$ cat src/design/ils_pkg.sv
// Package for the indexed list of stacks: constants, status codes, FSM state and
// the controller/datapath command and status structs. No dependencies.
package ils_pkg;
	localparam int MAX_STACKS_DEF = 16;
	localparam int POOL_DEPTH_DEF = 128;
	localparam int VALUE_BITS_DEF = 32;
	localparam int IDX_W = 8;
	localparam int OUT_W = 32;
	localparam int CNT_OUT_W = 5;

	typedef enum logic [1:0] {
		ST_OK      = 2'd0,
		ST_MISSING = 2'd1,
		ST_FULL    = 2'd2
	} status_t;

	localparam logic CMD_PUSH = 1'b0;
	localparam logic CMD_POP  = 1'b1;

	typedef enum logic [3:0] {
		S_IDLE,
		S_DECIDE,
		S_LINK_RD,
		S_LINK_WAIT,
		S_PUSH_WR,
		S_POP_RD,
		S_POP_WAIT,
		S_POP_WR,
		S_SHIFT,
		S_OUT
	} state_t;

	typedef struct packed {
		logic load;       // capture request
		logic decide;     // classify request, pick table slot
		logic link_rd;    // read free-list link at free_head
		logic push_wr;    // allocate node, write value/link, update table
		logic pop_rd;     // read node at top of indexed stack
		logic pop_wr;     // free node, update table
		logic shift;      // move one table entry down
		logic shift_done; // finish removal, decrement count
		logic set_out;    // capture result
	} ctl_t;

	typedef struct packed {
		logic is_pop;
		logic idx_hit;     // index below stack count
		logic table_full;
		logic pool_room;
		logic use_free;    // allocation comes from free list
		logic emptied;     // popped stack becomes empty
		logic shift_last;  // no more entries to move
	} sts_t;
endpackage

$ cat src/design/ils_ctrl.sv
// Controller FSM for the indexed list of stacks.
// Depends on ils_pkg.
module ils_ctrl (
	input  logic          clk,
	input  logic          arst_n,
	input  logic          in_valid,
	output logic          in_stall,
	output logic          out_valid,
	input  logic          out_stall,
	input  ils_pkg::sts_t sts,
	output ils_pkg::ctl_t ctl
);
	import ils_pkg::*;

	state_t state_q, state_d;
	logic   busy_out_q;

	always_ff @(posedge clk or negedge arst_n) begin
		if (!arst_n) begin
			state_q <= S_IDLE;
			busy_out_q <= 1'b0;
		end else begin
			state_q <= state_d;
			if (ctl.set_out)
				busy_out_q <= 1'b1;
			else if (busy_out_q && !out_stall)
				busy_out_q <= 1'b0;
		end
	end

	assign out_valid = busy_out_q;
	// Can take a new request while a result waits; only S_OUT needs the slot free.
	assign in_stall = (state_q != S_IDLE);

	always_comb begin
		state_d = state_q;
		unique case (state_q)
			S_IDLE: if (in_valid) state_d = S_DECIDE;
			S_DECIDE: begin
				if (sts.is_pop)
					state_d = sts.idx_hit ? S_POP_RD : S_OUT;
				else if ((!sts.idx_hit && sts.table_full) || !sts.pool_room)
					state_d = S_OUT;
				else
					state_d = sts.use_free ? S_LINK_RD : S_PUSH_WR;
			end
			S_LINK_RD:   state_d = S_LINK_WAIT;
			S_LINK_WAIT: state_d = S_PUSH_WR;
			S_PUSH_WR:   state_d = S_OUT;
			S_POP_RD:    state_d = S_POP_WAIT;
			S_POP_WAIT:  state_d = S_POP_WR;
			S_POP_WR:    state_d = sts.emptied ? S_SHIFT : S_OUT;
			S_SHIFT:     state_d = sts.shift_last ? S_OUT : S_SHIFT;
			S_OUT:       if (!busy_out_q || !out_stall) state_d = S_IDLE;
			default:     state_d = S_IDLE;
		endcase
	end

	always_comb begin
		ctl = '0;
		unique case (state_q)
			S_IDLE:    ctl.load = in_valid;
			S_DECIDE:  ctl.decide = 1'b1;
			S_LINK_RD: ctl.link_rd = 1'b1;
			S_PUSH_WR: ctl.push_wr = 1'b1;
			S_POP_RD:  ctl.pop_rd = 1'b1;
			S_POP_WR:  ctl.pop_wr = 1'b1;
			S_SHIFT: begin
				ctl.shift = !sts.shift_last;
				ctl.shift_done = sts.shift_last;
			end
			S_OUT: ctl.set_out = !busy_out_q || !out_stall;
			default: ctl.load = 1'b0;
		endcase
	end

	// Error code and table slot are latched in the datapath on decide.
endmodule

$ cat config.mk
export PLATFORM = sky130hd
export DESIGN_NAME = ils_ctrl
export DESIGN_NICKNAME = d
export VERILOG_FILES = /design/src/design/ils_pkg.sv /design/src/design/ils_ctrl.sv
export SDC_FILE = /design/constraint.sdc
export NUM_CORES = 1
export LEC_CHECK = 0
export BUFFER_PORTS_ARGS = -buffer_cell sky130_fd_sc_hd__buf_2
export CELL_PAD_IN_SITES_DETAIL_PLACEMENT = 1
export CELL_PAD_IN_SITES_GLOBAL_PLACEMENT = 2
export CORE_MARGIN = 3
export CORE_UTILIZATION = 23
export CTS_CLUSTER_SIZE = 16
export DETAILED_ROUTE_END_ITERATION = 7
export PLACE_DENSITY_LB_ADDON = 0.15
export SLEW_MARGIN = 40
export SYNTH_ARGS = -nofsm -noshare
export SYNTH_HDL_FRONTEND = slang
export SYNTH_SLANG_ARGS = --single-unit
export TNS_END_PERCENT = 50
$ cat constraint.sdc
create_clock -name clk -period 3.1 [get_ports clk]
set_input_delay 0.155 -clock clk [delete_from_list [all_inputs] [get_ports clk]]
set_output_delay 0.155 -clock clk [all_outputs]
set_load 0.02 [all_outputs]
==> reports/results.ini <==
[critical_path]
crit_family=flip-flops
rrSetupSlack_ns=1.65
worst_ep_required_time_ns=2.94
rr_worst_depth=3
crit_chain=nor2b_1, nand2_1, a21oi_1, buf_2
crit_fanout=11
cp.buffers_inverters=1
reg2reg_from=state_q[2]
cp.arrival_ns=1.38
worstReg2RegEnd=state_q[3]
critical_path.max_stage_delay_ns=0.53
critPathLaunchType=flop
endpoint_kind=primary output
crit_path_top_delay_cell=dfrtp_1
cp-startpoint=state_q[0]
worstSetupPathType=flop to primary output

[global_route]
grt-ovfl-total=0
grt_pass1_vias=477
grt_max_degree=12
antenna_found_initial=0
grt_usage_pct=10.6
grt_pass1_wl_um=1990

[placed_design]
hpwl_um=916
io_buffer_count=21
place.gp.congestion=0.720
dp.cells=95

[sta]
slew_viol_final=0
fin_crit_sh_pct=49.6
tns_ns=0
fin_hold_ws_ns=0.169
fmax_mhz=650
min_period_ns=1.54
setup-violations-final=0
rsz0062_at_grt=false
hold_viol=0
worstMarginPinSlew_ns=0.398
clock-skew-final_ns=0.00324
slew_headroom_pct=73.5

[routing]
vias=451
dr_wl_met3_um=56
vias_per_cell=4.51
dr.pass1.iters=2
wl_per_cell_um=11.4
route.met2.wl_um=510
ant_nets=0
first_iter_violations=2
drt-met1-wl_um=569
routed.top_layer=met3
drt_drc_violations_left=0
wirelength_um=1140

[floorplanning]
core_um2=1590
io_pins=22
rows=14
dieWidth_um=48.3
fp.dieArea_um2=2330
die-height_um=48.3
start_util_pct=25.8

[finish]
n_antenna_cell=0
final_cell_count_no_fill=100
nets=88
layout_common_cells=21 x buf_2, 9 x nand2_1, 5 x nor2_1, 5 x dfrtp_1, 4 x nand2b_1
final_common_cell=buf_2
drive_gt1_share_pct=35.5
syn2layout_area_growth_pct=35.3

[cts]
hold_buffers=1
cts-root-buf=clkbuf_4
numCtsBuffers=3
cts_resized=0
clock_latency_ns=0.24
clockBufferDepth=2
cts.sinks=5
cts_setup_buffers=0
cts_tree=built
clk_pin_slew_ns=0.04
cts-htree-levels=1

[synthesis]
synth_seq_area_share_pct=30.4
yosys.cell_types.count=27
synth_ff_type=dfrtp_1
syn_nets=64
synth-seq-cells=5
syn-instance-count=53
netlist_area_um2=412
yosysWarnings=0
synth.avg_cell_area_um2=7.77
synth_edf_count=0
async_reset_ff_share_pct=100

[run]
drv_cap=0

[power]
peakVddDrop_v=0.000353
powerDensity_nw_per_um2=989
leakagePower_nw=0.293

[worst_hold_path]
whs_path_depth=3
hold_path_class=input pin to flop
worstHoldEndpoint=out_valid
hold_path.startpoint=out_stall

[status]
status=completed

-- worst max path at each step --
stage	to	slack [ns]	cells after the start
2_1_floorplan	state_q[3]	1.65	5
3_3_place_gp	state_q[3]	1.67	3
3_5_place_dp	state_q[3]	1.65	3
4_1_cts	ctl[0]	1.52	4
5_1_grt	ctl[0]	1.35	4
6_report	ctl[0]	1.56	4
-- per-stage QoR --
step	setup WS, ns	util [%]	power (W)	cell area [um^2]
after floorplan	1.65	-	0.000405	412
after global placement	1.67	32.7	0.000486	520
after detailed placement	1.65	32.7	0.000482	520
after CTS	1.52	34.9	0.000565	557
after global routing	1.35	34.9	0.000610	557
final	1.56	34.9	0.000550	557
-- layer usage --
metal / vias to the layer above / global-route usage (%)
met5: - / 0
met2: 15 / 16.1
met3: 0 / 3.99
li1: 232 / -
met1: 204 / 14.0
met4: 0 / 2.84
-- logic make-up after synthesis --
| kind of cell | after synthesis | synth area share [%] |
|---|---|---|
| AO/OA/AOI/OAI | 10 | 17.3 |
| buffers and inverters | 5 | 8.21 |
| flip-flops | 5 | 30.4 |
| multiplexers | 1 | 2.43 |
| AND/OR/NAND/NOR | 32 | 41.6 |
-- layout make-up --
cell class	instances	area, um^2
flip-flops and latches	5	125
fillers	208	1040
inverters	2	7.51
multi-input cells	43	253
well taps	24	30.0
clock buffers	4	26.3
repair buffers	22	115
-- synth_stat cells (2+ instances only) --
master / count / share of area, %
a21oi_1: 2 / 2.4
and3_1: 3 / 4.6
buf_4: 2 / 3.6
dfrtp_1: 5 / 30
inv_1: 2 / 1.8
nand2_1: 9 / 8.2
nand2b_1: 4 / 6.1
nor2_1: 5 / 4.6
nor3_1: 3 / 3.6
-- state kept, by name, summed over array words and instances (netlist names) --
name and cells:
out_valid 1, state_q 4
-- report_power, final --
part | leakage, nW | switching [W] | internal, W | total [W]
Combinational | 0.214 | 0.000174 | 0.000129 | 0.000303
Clock | 0.0150 | 0.0000271 | 0.0000487 | 0.0000758
Sequential | 0.0644 | 0.0000745 | 0.0000968 | 0.000171
Total | 0.293 | 0.000276 | 0.000275 | 0.000550
-- worst reg2reg max path: cells and delay by family (launching register included) --
family,cells,cell delay [ns]
flops,1,0.57
simple gates,3,0.75
Power figures use the tool's default switching activity.
